$ cat config.mk
export PLATFORM = sky130hd
export DESIGN_NAME = proximity_gated_audio_conditioner
export DESIGN_NICKNAME = d
export VERILOG_FILES = /design/src/rtl/pgac_pkg.sv /design/src/rtl/proximity_gated_audio_conditioner.sv /design/src/rtl/pgac_front.sv /design/src/rtl/pgac_queue.sv /design/src/rtl/pgac_back.sv
export SDC_FILE = /design/constraint.sdc
export NUM_CORES = 1
export LEC_CHECK = 0
export CAP_MARGIN = 30
export CORE_MARGIN = 3
export CORE_UTILIZATION = 55
export CTS_CLUSTER_SIZE = 14
export DETAILED_ROUTE_END_ITERATION = 12
export DONT_BUFFER_PORTS = 1
export HOLD_SLACK_MARGIN = 0.06
export PLACE_DENSITY = 0.7
export SLEW_MARGIN = 10
export SYNTH_ARGS = -nofsm -noshare
export SYNTH_HDL_FRONTEND = slang
export SYNTH_SLANG_ARGS = --single-unit
$ cat constraint.sdc
create_clock -name clk -period 26.3 [get_ports clk]
set_input_delay 5.26 -clock clk [delete_from_list [all_inputs] [get_ports clk]]
set_output_delay 5.26 -clock clk [all_outputs]
set_load 0.1 [all_outputs]
$ cat src/rtl/pgac_pkg.sv
// package: types, constants and codes of the proximity gated audio conditioner
package pgac_pkg;

  localparam int SAMPLE_BITS   = 10;
  localparam int MAX_THRESHOLD = 400;

  localparam int SLEW_W   = 10;
  localparam int TICKS_W  = 8;
  localparam int CFG_W    = 10;
  localparam int CFG_IDX_W = 1;
  localparam int CMP_W    = (SAMPLE_BITS > SLEW_W) ? SAMPLE_BITS + 1 : SLEW_W + 1;
  localparam int TH_W     = $clog2(MAX_THRESHOLD);
  localparam int LIM_W    = (TH_W + TICKS_W > 16) ? TH_W + TICKS_W : 16;
  localparam int SUM3_W   = SAMPLE_BITS + 2;
  localparam int DIV3_SHIFT = SAMPLE_BITS + 3;
  localparam int DIV3_MUL_W = DIV3_SHIFT - 1;
  localparam int DIV3_MUL   = ((1 << DIV3_SHIFT) + 2) / 3;
  localparam int PROD_W     = SUM3_W + DIV3_MUL_W;

  localparam int QUEUE_DEPTH = 4;
  localparam int QP_W        = $clog2(QUEUE_DEPTH);
  localparam int QC_W        = $clog2(QUEUE_DEPTH + 1);

  localparam logic [SLEW_W-1:0]      SLEW_RESET  = SLEW_W'(140);
  localparam logic [TICKS_W-1:0]     TICKS_RESET = TICKS_W'(58);
  localparam logic [TH_W-1:0]        TH_RESET    = TH_W'(10);
  localparam logic [SAMPLE_BITS-1:0] SAMPLE_MID  = SAMPLE_BITS'(1 << (SAMPLE_BITS - 1));
  localparam logic [15:0]            FAR_WIDTH   = 16'hFFFF;

  // register indexes
  localparam logic [CFG_IDX_W-1:0] REG_SLEW_LIMIT   = 1'd0;
  localparam logic [CFG_IDX_W-1:0] REG_TICKS_PER_CM = 1'd1;

  // request types
  localparam logic [1:0] REQ_AUDIO = 2'd0;
  localparam logic [1:0] REQ_CMD   = 2'd1;
  localparam logic [1:0] REQ_EDGE  = 2'd2;
  localparam logic [1:0] REQ_TICK  = 2'd3;

  // command byte classes
  localparam logic [2:0] CMD_OTHER  = 3'd0;
  localparam logic [2:0] CMD_IDLE   = 3'd1;
  localparam logic [2:0] CMD_MANUAL = 3'd2;
  localparam logic [2:0] CMD_DIST   = 3'd3;
  localparam logic [2:0] CMD_DIGIT  = 3'd4;
  localparam logic [2:0] CMD_EOL    = 3'd5;

  localparam logic [7:0] CHAR_I  = 8'h49;
  localparam logic [7:0] CHAR_M  = 8'h4D;
  localparam logic [7:0] CHAR_D  = 8'h44;
  localparam logic [7:0] CHAR_0  = 8'h30;
  localparam logic [7:0] CHAR_9  = 8'h39;
  localparam logic [7:0] CHAR_CR = 8'h0D;
  localparam logic [7:0] CHAR_LF = 8'h0A;

  // operating modes
  localparam logic [1:0] OP_IDLE   = 2'd0;
  localparam logic [1:0] OP_MANUAL = 2'd1;
  localparam logic [1:0] OP_RANGE  = 2'd2;

  typedef struct packed {
    logic [1:0]  req_type;
    logic [15:0] audio_frame;
    logic [7:0]  cmd_byte;
    logic [15:0] edge_time;
  } in_item_t;

  typedef struct packed {
    logic       audio_valid;
    logic [7:0] audio_byte;
    logic       trigger_request;
    logic       led_on;
    logic [1:0] mode_now;
    logic       recording_on;
  } out_item_t;

  typedef struct packed {
    logic [1:0]             kind;
    logic [SAMPLE_BITS-1:0] sample;
    logic [2:0]             cmd;
    logic [3:0]             digit;
    logic [15:0]            edge_time;
  } job_t;

  typedef struct packed {
    logic not_empty;
    logic full;
  } q_stat_t;

endpackage

$ cat src/rtl/proximity_gated_audio_conditioner.sv
// top level: proximity gated audio conditioner
//
//   channel  handshake              payload
//   in       in_valid / in_ready    in_data   (req_type, audio_frame, cmd_byte, edge_time)
//   out      out_valid / out_ready  out_data  (one result per input item)
//   cfg      cfg_we                 cfg_index, cfg_data
//
// one item per cycle while not full; back end retires one job per cycle unless out stalls
// result passes through the queue write, then the result register
// in_ready drops only when the four-entry job queue is full
// out stalls hold the result register and let the queue fill behind it
// synchronous active-low reset, no clearing pass
module proximity_gated_audio_conditioner (
  input  logic                           clk,
  input  logic                           rst_n,
  input  logic                           in_valid,
  output logic                           in_ready,
  input  pgac_pkg::in_item_t             in_data,
  output logic                           out_valid,
  input  logic                           out_ready,
  output pgac_pkg::out_item_t            out_data,
  input  logic                           cfg_we,
  input  logic [pgac_pkg::CFG_IDX_W-1:0] cfg_index,
  input  logic [pgac_pkg::CFG_W-1:0]     cfg_data
);

  pgac_pkg::job_t    front_job;
  pgac_pkg::job_t    head_job;
  pgac_pkg::q_stat_t q_stat;
  logic              push;
  logic              pop;

  assign in_ready = !q_stat.full;
  assign push     = in_valid && in_ready;

  pgac_front u_front (
    .in_data (in_data),
    .job     (front_job)
  );

  pgac_queue u_queue (
    .clk      (clk),
    .rst_n    (rst_n),
    .push     (push),
    .push_job (front_job),
    .pop      (pop),
    .head_job (head_job),
    .stat     (q_stat)
  );

  pgac_back u_back (
    .clk       (clk),
    .rst_n     (rst_n),
    .cfg_we    (cfg_we),
    .cfg_index (cfg_index),
    .cfg_data  (cfg_data),
    .q_stat    (q_stat),
    .job       (head_job),
    .pop       (pop),
    .out_valid (out_valid),
    .out_ready (out_ready),
    .out_data  (out_data)
  );

endmodule

$ cat src/rtl/pgac_front.sv
// front end: decodes an input item into a job for the queue
module pgac_front (
  input  pgac_pkg::in_item_t in_data,
  output pgac_pkg::job_t     job
);

  logic [2:0] cmd_class;

  always_comb begin
    priority if (in_data.cmd_byte == pgac_pkg::CHAR_I) begin
      cmd_class = pgac_pkg::CMD_IDLE;
    end else if (in_data.cmd_byte == pgac_pkg::CHAR_M) begin
      cmd_class = pgac_pkg::CMD_MANUAL;
    end else if (in_data.cmd_byte == pgac_pkg::CHAR_D) begin
      cmd_class = pgac_pkg::CMD_DIST;
    end else if (in_data.cmd_byte >= pgac_pkg::CHAR_0 &&
                 in_data.cmd_byte <= pgac_pkg::CHAR_9) begin
      cmd_class = pgac_pkg::CMD_DIGIT;
    end else if (in_data.cmd_byte == pgac_pkg::CHAR_CR ||
                 in_data.cmd_byte == pgac_pkg::CHAR_LF) begin
      cmd_class = pgac_pkg::CMD_EOL;
    end else begin
      cmd_class = pgac_pkg::CMD_OTHER;
    end
  end

  always_comb begin
    job.kind      = in_data.req_type;
    job.sample    = in_data.audio_frame[pgac_pkg::SAMPLE_BITS-1:0];
    job.cmd       = cmd_class;
    job.digit     = in_data.cmd_byte[3:0];
    job.edge_time = in_data.edge_time;
  end

endmodule

$ cat src/rtl/pgac_queue.sv
// job queue between front and back end
module pgac_queue (
  input  logic                clk,
  input  logic                rst_n,
  input  logic                push,
  input  pgac_pkg::job_t      push_job,
  input  logic                pop,
  output pgac_pkg::job_t      head_job,
  output pgac_pkg::q_stat_t   stat
);

  pgac_pkg::job_t              mem_r [pgac_pkg::QUEUE_DEPTH];
  logic [pgac_pkg::QP_W-1:0]   wr_ptr_r, wr_ptr_nxt;
  logic [pgac_pkg::QP_W-1:0]   rd_ptr_r, rd_ptr_nxt;
  logic [pgac_pkg::QC_W-1:0]   count_r, count_nxt;

  localparam logic [pgac_pkg::QP_W-1:0] LAST_PTR = pgac_pkg::QP_W'(pgac_pkg::QUEUE_DEPTH - 1);

  always_comb begin
    wr_ptr_nxt = wr_ptr_r;
    rd_ptr_nxt = rd_ptr_r;
    count_nxt  = count_r;
    if (push) begin
      wr_ptr_nxt = (wr_ptr_r == LAST_PTR) ? '0 : wr_ptr_r + 1'b1;
    end
    if (pop) begin
      rd_ptr_nxt = (rd_ptr_r == LAST_PTR) ? '0 : rd_ptr_r + 1'b1;
    end
    if (push && !pop) begin
      count_nxt = count_r + 1'b1;
    end else if (pop && !push) begin
      count_nxt = count_r - 1'b1;
    end
  end

  always_ff @(posedge clk) begin
    if (!rst_n) begin
      wr_ptr_r <= '0;
      rd_ptr_r <= '0;
      count_r  <= '0;
    end else begin
      wr_ptr_r <= wr_ptr_nxt;
      rd_ptr_r <= rd_ptr_nxt;
      count_r  <= count_nxt;
    end
  end

  always_ff @(posedge clk) begin
    if (push) begin
      mem_r[wr_ptr_r] <= push_job;
    end
  end

  assign head_job       = mem_r[rd_ptr_r];
  assign stat.not_empty = (count_r != '0);
  assign stat.full      = (count_r == pgac_pkg::QC_W'(pgac_pkg::QUEUE_DEPTH));

endmodule

$ cat src/rtl/pgac_back.sv
// back end: filter, command and echo state, registered result
module pgac_back (
  input  logic                         clk,
  input  logic                         rst_n,
  input  logic                         cfg_we,
  input  logic [pgac_pkg::CFG_IDX_W-1:0] cfg_index,
  input  logic [pgac_pkg::CFG_W-1:0]   cfg_data,
  input  pgac_pkg::q_stat_t            q_stat,
  input  pgac_pkg::job_t               job,
  output logic                         pop,
  output logic                         out_valid,
  input  logic                         out_ready,
  output pgac_pkg::out_item_t          out_data
);

  localparam int SB = pgac_pkg::SAMPLE_BITS;

  logic [pgac_pkg::SLEW_W-1:0]  slew_r;
  logic [pgac_pkg::TICKS_W-1:0] ticks_r;

  logic [SB-1:0]   last_r, last_nxt;
  logic [SB-1:0]   older_r, older_nxt;
  logic [SB:0]     pair_sum_r, pair_sum_nxt;
  logic            pair_phase_r, pair_phase_nxt;
  logic [1:0]      mode_r, mode_nxt;
  logic            record_r, record_nxt;
  logic            digits_r, digits_nxt;
  logic [15:0]     pending_r, pending_nxt;
  logic [pgac_pkg::TH_W-1:0] thresh_r, thresh_nxt;
  logic            edge_phase_r, edge_phase_nxt;
  logic [15:0]     rise_r, rise_nxt;
  logic [15:0]     width_r, width_nxt;
  logic            fresh_r, fresh_nxt;
  logic            led_r, led_nxt;

  logic                 out_valid_r;
  pgac_pkg::out_item_t  out_data_r, out_data_nxt;

  logic [pgac_pkg::CMP_W-1:0]      s_ext, last_ext, slew_ext, s_lim;
  logic [SB-1:0]                   s_clamped;
  logic [pgac_pkg::SUM3_W-1:0]     sum3;
  logic [pgac_pkg::PROD_W-1:0]     prod;
  logic [SB-1:0]                   avg;
  logic [SB:0]                     pair_total;
  logic [SB-1:0]                   pavg;
  logic [15:0]                     pending_x10;
  logic [pgac_pkg::LIM_W-1:0]      limit, width_ext, ticks_ext;
  logic                            near;

  assign pop = q_stat.not_empty && (!out_valid_r || out_ready);

  always_ff @(posedge clk) begin
    if (!rst_n) begin
      slew_r  <= pgac_pkg::SLEW_RESET;
      ticks_r <= pgac_pkg::TICKS_RESET;
    end else if (cfg_we) begin
      unique case (cfg_index)
        pgac_pkg::REG_SLEW_LIMIT:   slew_r  <= cfg_data[pgac_pkg::SLEW_W-1:0];
        pgac_pkg::REG_TICKS_PER_CM: ticks_r <= cfg_data[pgac_pkg::TICKS_W-1:0];
        default: ;
      endcase
    end
  end

  // slew limit, 3-tap average and pair average
  always_comb begin
    s_ext    = pgac_pkg::CMP_W'(job.sample);
    last_ext = pgac_pkg::CMP_W'(last_r);
    slew_ext = pgac_pkg::CMP_W'(slew_r);
    s_lim    = s_ext;
    if (s_ext > last_ext && (s_ext - last_ext) > slew_ext) begin
      s_lim = last_ext + slew_ext;
    end else if (s_ext < last_ext && (last_ext - s_ext) > slew_ext) begin
      s_lim = last_ext - slew_ext;
    end
    s_clamped  = s_lim[SB-1:0];
    sum3       = pgac_pkg::SUM3_W'(s_clamped) + pgac_pkg::SUM3_W'(last_r)
               + pgac_pkg::SUM3_W'(older_r);
    prod       = pgac_pkg::PROD_W'(sum3)
               * pgac_pkg::PROD_W'(pgac_pkg::DIV3_MUL);
    avg        = prod[pgac_pkg::DIV3_SHIFT +: SB];
    pair_total = pair_sum_r + (SB+1)'(avg);
    pavg       = pair_total[SB:1];
  end

  // proximity test
  always_comb begin
    limit     = pgac_pkg::LIM_W'(thresh_r) * pgac_pkg::LIM_W'(ticks_r);
    width_ext = pgac_pkg::LIM_W'(width_r);
    ticks_ext = pgac_pkg::LIM_W'(ticks_r);
    near      = fresh_r && (width_ext > ticks_ext) && (width_ext < limit);
  end

  assign pending_x10 = {pending_r[12:0], 3'b000} + {pending_r[14:0], 1'b0};

  always_comb begin
    last_nxt       = last_r;
    older_nxt      = older_r;
    pair_sum_nxt   = pair_sum_r;
    pair_phase_nxt = pair_phase_r;
    mode_nxt       = mode_r;
    record_nxt     = record_r;
    digits_nxt     = digits_r;
    pending_nxt    = pending_r;
    thresh_nxt     = thresh_r;
    edge_phase_nxt = edge_phase_r;
    rise_nxt       = rise_r;
    width_nxt      = width_r;
    fresh_nxt      = fresh_r;
    led_nxt        = led_r;
    out_data_nxt   = '0;

    unique case (job.kind)
      pgac_pkg::REQ_AUDIO: begin
        older_nxt = last_r;
        last_nxt  = s_clamped;
        if (pair_phase_r) begin
          pair_sum_nxt   = '0;
          pair_phase_nxt = 1'b0;
          if (record_r) begin
            out_data_nxt.audio_valid = 1'b1;
            out_data_nxt.audio_byte  = pavg[SB-1 -: 8];
          end
        end else begin
          pair_sum_nxt   = pair_total;
          pair_phase_nxt = 1'b1;
        end
      end
      pgac_pkg::REQ_CMD: begin
        unique case (job.cmd)
          pgac_pkg::CMD_IDLE, pgac_pkg::CMD_MANUAL: begin
            mode_nxt   = (job.cmd == pgac_pkg::CMD_MANUAL) ? pgac_pkg::OP_MANUAL
                                                           : pgac_pkg::OP_IDLE;
            record_nxt = (job.cmd == pgac_pkg::CMD_MANUAL);
            last_nxt       = pgac_pkg::SAMPLE_MID;
            older_nxt      = pgac_pkg::SAMPLE_MID;
            pair_sum_nxt   = '0;
            pair_phase_nxt = 1'b0;
            digits_nxt     = 1'b0;
            pending_nxt    = '0;
            edge_phase_nxt = 1'b0;
            width_nxt      = pgac_pkg::FAR_WIDTH;
            fresh_nxt      = 1'b0;
          end
          pgac_pkg::CMD_DIST: begin
            mode_nxt       = pgac_pkg::OP_IDLE;
            record_nxt     = 1'b0;
            digits_nxt     = 1'b1;
            pending_nxt    = '0;
            edge_phase_nxt = 1'b0;
            width_nxt      = pgac_pkg::FAR_WIDTH;
            fresh_nxt      = 1'b0;
          end
          pgac_pkg::CMD_DIGIT: begin
            if (digits_r) begin
              pending_nxt = pending_x10 + 16'(job.digit);
            end
          end
          pgac_pkg::CMD_EOL: begin
            if (digits_r) begin
              if (pending_r != '0 && pending_r < 16'(pgac_pkg::MAX_THRESHOLD)) begin
                thresh_nxt = pending_r[pgac_pkg::TH_W-1:0];
              end
              mode_nxt       = pgac_pkg::OP_RANGE;
              record_nxt     = 1'b0;
              edge_phase_nxt = 1'b0;
              width_nxt      = pgac_pkg::FAR_WIDTH;
              fresh_nxt      = 1'b0;
              digits_nxt     = 1'b0;
              pending_nxt    = '0;
            end
          end
          default: ;
        endcase
      end
      pgac_pkg::REQ_EDGE: begin
        if (mode_r == pgac_pkg::OP_RANGE) begin
          if (!edge_phase_r) begin
            rise_nxt       = job.edge_time;
            edge_phase_nxt = 1'b1;
          end else begin
            width_nxt      = job.edge_time - rise_r;
            fresh_nxt      = 1'b1;
            edge_phase_nxt = 1'b0;
          end
        end
      end
      pgac_pkg::REQ_TICK: begin
        if (mode_r == pgac_pkg::OP_RANGE) begin
          record_nxt = near;
          led_nxt    = near;
          fresh_nxt  = 1'b0;
          out_data_nxt.trigger_request = 1'b1;
        end
      end
      default: ;
    endcase

    out_data_nxt.led_on       = led_nxt;
    out_data_nxt.mode_now     = mode_nxt;
    out_data_nxt.recording_on = record_nxt;
  end

  always_ff @(posedge clk) begin
    if (!rst_n) begin
      last_r       <= pgac_pkg::SAMPLE_MID;
      older_r      <= pgac_pkg::SAMPLE_MID;
      pair_sum_r   <= '0;
      pair_phase_r <= 1'b0;
      mode_r       <= pgac_pkg::OP_IDLE;
      record_r     <= 1'b0;
      digits_r     <= 1'b0;
      pending_r    <= '0;
      thresh_r     <= pgac_pkg::TH_RESET;
      edge_phase_r <= 1'b0;
      rise_r       <= '0;
      width_r      <= pgac_pkg::FAR_WIDTH;
      fresh_r      <= 1'b0;
      led_r        <= 1'b0;
      out_valid_r  <= 1'b0;
    end else begin
      if (pop) begin
        last_r       <= last_nxt;
        older_r      <= older_nxt;
        pair_sum_r   <= pair_sum_nxt;
        pair_phase_r <= pair_phase_nxt;
        mode_r       <= mode_nxt;
        record_r     <= record_nxt;
        digits_r     <= digits_nxt;
        pending_r    <= pending_nxt;
        thresh_r     <= thresh_nxt;
        edge_phase_r <= edge_phase_nxt;
        rise_r       <= rise_nxt;
        width_r      <= width_nxt;
        fresh_r      <= fresh_nxt;
        led_r        <= led_nxt;
      end
      if (pop) begin
        out_valid_r <= 1'b1;
      end else if (out_ready) begin
        out_valid_r <= 1'b0;
      end
    end
  end

  always_ff @(posedge clk) begin
    if (pop) begin
      out_data_r <= out_data_nxt;
    end
  end

  assign out_valid = out_valid_r;
  assign out_data  = out_data_r;

endmodule

# Yosys cells after proc, flatten, opt, wreduce, memory -nomap -nowiden
# Memories as Yosys holds them, arrays and structs flattened. A register that Yosys moved wholly into a read port is not among the register bits.
# Index checks and enable logic that the tools add are counted.
# Widths: inputs -> output; s select.
[op_classes]
addsub = 14
mul = 2
n_lt_le_gt_ge = 9
n_eq_ne = 25
n_mux = 56
n_bitwise = 2
n_reduce_logical = 41
[ops]
columns = ["op", "count"]
rows = [
  ["$mux 16", 5],
  ["$pmux 16 s2", 2],
  ["$pmux 16 s3", 1],
  ["$pmux 10 s2", 2],
  ["$mux 10", 3],
  ["$eq 8x7->1 const B", 3],
  ["$mul 12x12->23 const B", 1],
  ["$gt 11x10->1", 2],
  ["$mux 11", 2],
  ["$pmux 11 s2", 1],
  ["$sub 10x10->11", 2],
  ["$mux 3", 7],
  ["$mux 1", 18],
  ["$lt 16x17->1", 1],
  ["$mul 9x8->17", 1],
  ["$add 16x16->16", 1],
  ["$add 16x4->16", 1],
  ["$eq 8x4->1 const B", 2],
  ["$gt 16x8->1", 1],
  ["$lt 16x9->1 const B", 1],
  ["$reduce_bool 16->1", 1],
  ["$sub 16x16->16", 1],
  ["$reduce_and 5->1", 3],
  ["$add 12x10->12", 1],
  ["38 further kinds", 86],
]
[word_totals]
register_bits = 136
ramBits = 140
input_bits = 58
out_inout_bits = 16
elab_cells = 176
memories = 1
[memory_table]
columns = ["name", "words", "width", "read_ports", "rd_ports_with_merged_regs", "write_ports", "line", "text"]
rows = [
  ["u_queue.mem_r", 4, 35, 1, 1, 1, "pgac_queue.sv:12", "pgac_pkg::job_t mem_r [pgac_pkg::QUEUE_DEPTH];"],
]

# Depth between registers and ports, before layout
[logic_depth]
depth_word = 11
ltp_mapped = 62
mapped_depth_nobuf = 60

# By module
# A second synthesis with hierarchy kept.
[hier_totals]
cells_unflattened = 2038
hier_area_um2 = 20677.3
[by_module_without_submodules]
columns = ["mod", "instances", "cells_per_inst", "area_each_um2"]
rows = [
  ["pgac_back", 1, 1758, 14734.1],
  ["pgac_queue", 1, 227, 5561.6],
  ["pgac_front", 1, 51, 371.6],
  ["proximity_gated_audio_conditioner", 1, 2, 10.0],
]

# Worst setup path after synthesis
# Ideal clock, no wire load.
[synth_path]
path_type = "reg-to-reg"
from = "register with a tool-made name"
to = "register u_back.pair_sum_r[10]"
setup_time_ps = 69
arrival_time_ps = 12081
slack_ps = 14150
path_stages_with_launch = 60
n_path_buf = 4
synth_period_minus_slack_ps = 12150
cell_sequence = "dfxtp_1 -> buf_6 -> buf_2 -> mux2_2 -> o21ai_0 -> ha_1 -> inv_1 -> fa_1 -> a211oi_1 -> o21bai_1 -> a21oi_1 -> o21bai_1 -> a21oi_1 -> xnor2_1 -> ha_1 -> a21oi_1 -> nand2_1 -> o31a_1 -> (+24 left out) -> inv_1 -> ha_1 -> or3_1 -> o221a_2 -> a21oi_1 -> nor2b_1 -> nor2_1 -> xnor2_1 -> inv_1 -> fa_1 -> nor2b_1 -> o21ai_0 -> a21boi_0 -> o21ai_0 -> a21oi_1 -> a31oi_1 -> or3_1 -> o21ai_1"
[synth_lines]
columns = ["element", "line", "text"]
rows = [
  ["end signal, assigned", "pgac_back.sv:225", "pair_sum_r <= pair_sum_nxt;"],
  ["end, declared", "pgac_back.sv:23", "logic [SB:0] pair_sum_r, pair_sum_nxt;"],
]

==> implementation parameters <==
Parameter                              Value

Outcome
  Status    complete, no violations

Clocking
  Later-pin clock latency in the skew report    between 500 and 600 ps
  H-tree levels    1
  Buffers inserted during post-CTS setup optimization    0
  CTS Root Buffer Type    sky130_fd_sc_hd__clkbuf_16
  Total number of clock tree sinks    roughly 280
  Number of buffers between clock root and the deepest sink    3
  Reg clk slew, reported paths    ~60 ps
  CTS tree    done
  CTS-repair resized insts    0
  TritonCTS Buffers    30
  Hold buffer count at CTS    0

Global route
  Aggregate global routing overflow    0
  Number of global-route vias before repair    roughly 14000
  Number of antenna violations at the first check in global routing    0
  Pin count of the biggest net entering global routing    around 100
  Global-route usage over all layers    between 20 and 25%
  Wire length of the first global-routing pass    73520 um

Synthesis
  Area fraction of the dominant cell type after synthesis    around 22%
  Mean cell area of the mapped netlist    around 10 um^2
  Syn nets    between 2000 and 2500
  Cell taking the most area after synthesis    sky130_fd_sc_hd__edfxtp_1
  Proportion of register bits with asynchronous set or reset after synthesis    0%
  Most common flop cell mapped by yosys    sky130_fd_sc_hd__edfxtp_1
  Sequential fraction of the synthesis area    roughly a third
  Count leader, synth    sky130_fd_sc_hd__ha_1
  Count of yosys warnings during synthesis    0
  Post-Synthesis Cell Area    20860 um^2
  Synth Register Bits    roughly 280
  Distinct cell type count after synthesis    85
  Leading post-synthesis cells by cell area    sky130_fd_sc_hd__edfxtp_1 (22%), sky130_fd_sc_hd__ha_1 (17%), sky130_fd_sc_hd__dfxtp_1 (12%)
  Count of mapped cells out of synthesis    2000
  Most used standard cells in the synthesized netlist    sky130_fd_sc_hd__ha_1 (281), sky130_fd_sc_hd__inv_1 (242), sky130_fd_sc_hd__edfxtp_1 (154)
  Post-synth EDFFs    between 150 and 200

Detailed routing
  Iteration-0 DRC Markers    736
  Via count    between 10000 and 15000
  Routed vias/inst    approximately 5.7
  Final routed wirelength across all metal layers    44000 um
  Remaining routing DRC violations    0
  Antenna viol nets, final    0
  Number of search-and-repair iterations in the first detailed-routing pass    5
  Routed len/inst    between 15 and 20 um

Timing
  Peak Freq    just under 70 MHz
  Transition time of the tightest slew-check pin    ~1000 ps
  Total count of max-transition violations in the final report    0
  Ratio of final minimum period to clock period    roughly 56%
  Number of hold violations in the final report    0
  Worst hold slack after final layout    between 400 and 500 ps
  RSZ-0062 raised after global routing    no
  Final-report setup violation count    0
  Setup TNS    0 ps
  Final Skew    about 40 ps
  Final worst path period need    between 10000 and 15000 ps
  Max transition margin    about a third

Finish
  Area Growth Syn to Fin    7.125%
  Filler cell count    approximately 3100
  Proportion of layout cells with a drive suffix above 1    between 6 and 7%
  Total inserted antenna cells    0
  Final Cell Area    ~22000 um^2
  Net count reported at finish    approximately 2400
  Sequential cell area    about 7100 um^2
  Multi-input gate area    ~13000 um^2

Place
  Final RePlAce weighted congestion    between 0.8 and 0.9
  HPWL reported at the end of detailed placement    ~34000 um
  Placed standard-cell area    approximately 21000 um^2
  # port buffers    0

Min path
  Class of the worst hold path    flip-flop to flip-flop

Worst setup path
  Worst-path cell with the longest stage delay    sky130_fd_sc_hd__xnor2_1
  Data arrival time of the critical path    15100 ps
  Kind of capture point of the worst setup path    flip-flop
  Largest driver fanout on the critical path    36
  Number of buffer and inverter stages on the critical path    7
  Critical path class    flip-flop to flip-flop
  Family of cells with the greatest summed delay on the critical path    compound AO/OA/AOI/OAI gates
  Highest cell delay on the worst timing path    around 660 ps
  Cell repeated most along the worst path    sky130_fd_sc_hd__ha_1
  Required time at the worst-slack endpoint    roughly 27000 ps
  Critical Path Start Type    flip-flop

Die
  Core ar.    36960 um^2
  Die W    200.8 um
  Vertical die dimension    200.8 um
  Effective utilization at floorplan    between 50% and 60%
  Total I/O pin count    74
  DIE AREA    40300 um^2
  Number of placement rows    70

Job
  Maximum Capacitance Violations    0
tightest hold or removal path, stage by stage (launching register included):
cell	delay, ps
sky130_fd_sc_hd__dfxtp_1	330
sky130_fd_sc_hd__nand2_1	50
sky130_fd_sc_hd__o21ai_0	50
metrics by stage:
| step | util [%] | std cells | worst slack (ps) |
|---|---|---|---|
| after floorplan | - | 2000 | 14150 |
| after global placement | 57.47 | 2449 | 11470 |
| after detailed placement | 57.47 | 2449 | 11250 |
| after CTS | 60.30 | 2505 | 11140 |
| after global routing | 60.47 | 2510 | 10270 |
| final | 60.47 | 2510 | 11500 |
layout by cell type, fill, tap and decap left out, drive strengths merged, types with 28 or more instances in the layout:
cell      n
dfxtp   124
nor2     87
a21o     44
nand2   139
a21oi    68
inv     244
clkbuf   40
and2     55
fa       89
mux4     34
xnor2    75
o21ai    68
ha      281
edfxtp  154
mux2i    28
xor2     28
nor2b    77
nor3     32
a22oi    31
state kept, by name (all words and copies together) (netlist names), 3 cells and up, named ones only:
name,cells
u_back.last_r,10
u_back.older_r,10
u_back.out_data,14
u_back.pair_sum_r,11
u_back.pending_r,16
u_back.rise_r,16
u_back.slew_r,10
u_back.thresh_r,9
u_back.ticks_r,8
u_back.width_r,16
u_queue.count_r,3
u_queue.mem_r,140
area by class of cell:
type	instances	share of cell area, %
Multi-Input combinational cell	1419	56.15
Sequential cell	278	31.81
Inverter	242	4.064
Clock buffer	40	3.796
Tap cell	504	2.822
Clock inverter	16	0.8846
Timing Repair Buffer	11	0.4815
logic make-up (layout without fill, tap and decap cells):
group / Yosys count / after routing / synth area share, %
DFF: 278 / 278 / 34.07
muxes: 67 / 67 / 5.344
and+or+nand+nor: 485 / 485 / 11.84
xor gates and xnor gates: 103 / 103 / 4.324
buffers and inverters: 303 / 309 / 5.841
adders and majority gates: 370 / 370 / 25.39
AOI/OAI and AO/OA: 394 / 394 / 13.19
routing by layer:
metal | global-route usage, % | wire length [um] | share of wire, % | vias to the layer above
li1 | - | - | - | 7042
met1 | 31.53 | 20970 | 48 | 7005
met2 | 35.76 | 20120 | 46 | 256
met3 | 4.151 | 2315 | 5.3 | 44
met4 | 3.538 | 586 | 1.3 | 0
met5 | 0 | 0 | 0 | -
path summary, 6_finish.rpt:
path / from / end / slack [ps] / cells past startpoint
worst max-delay path: flip-flop / u_back.out_data[12] / 11500 / 58
worst min-delay path: u_back.pair_sum_r[9] / u_back.pair_sum_r[9] / 460 / 2
worst max register to register: flip-flop / u_back.out_data[12] / 11500 / 58
worst min register to register: u_back.pair_sum_r[9] / u_back.pair_sum_r[9] / 460 / 2
Power is not shown: default switching activity piles up to over one toggle a cycle in this logic, so the estimate is an artifact.
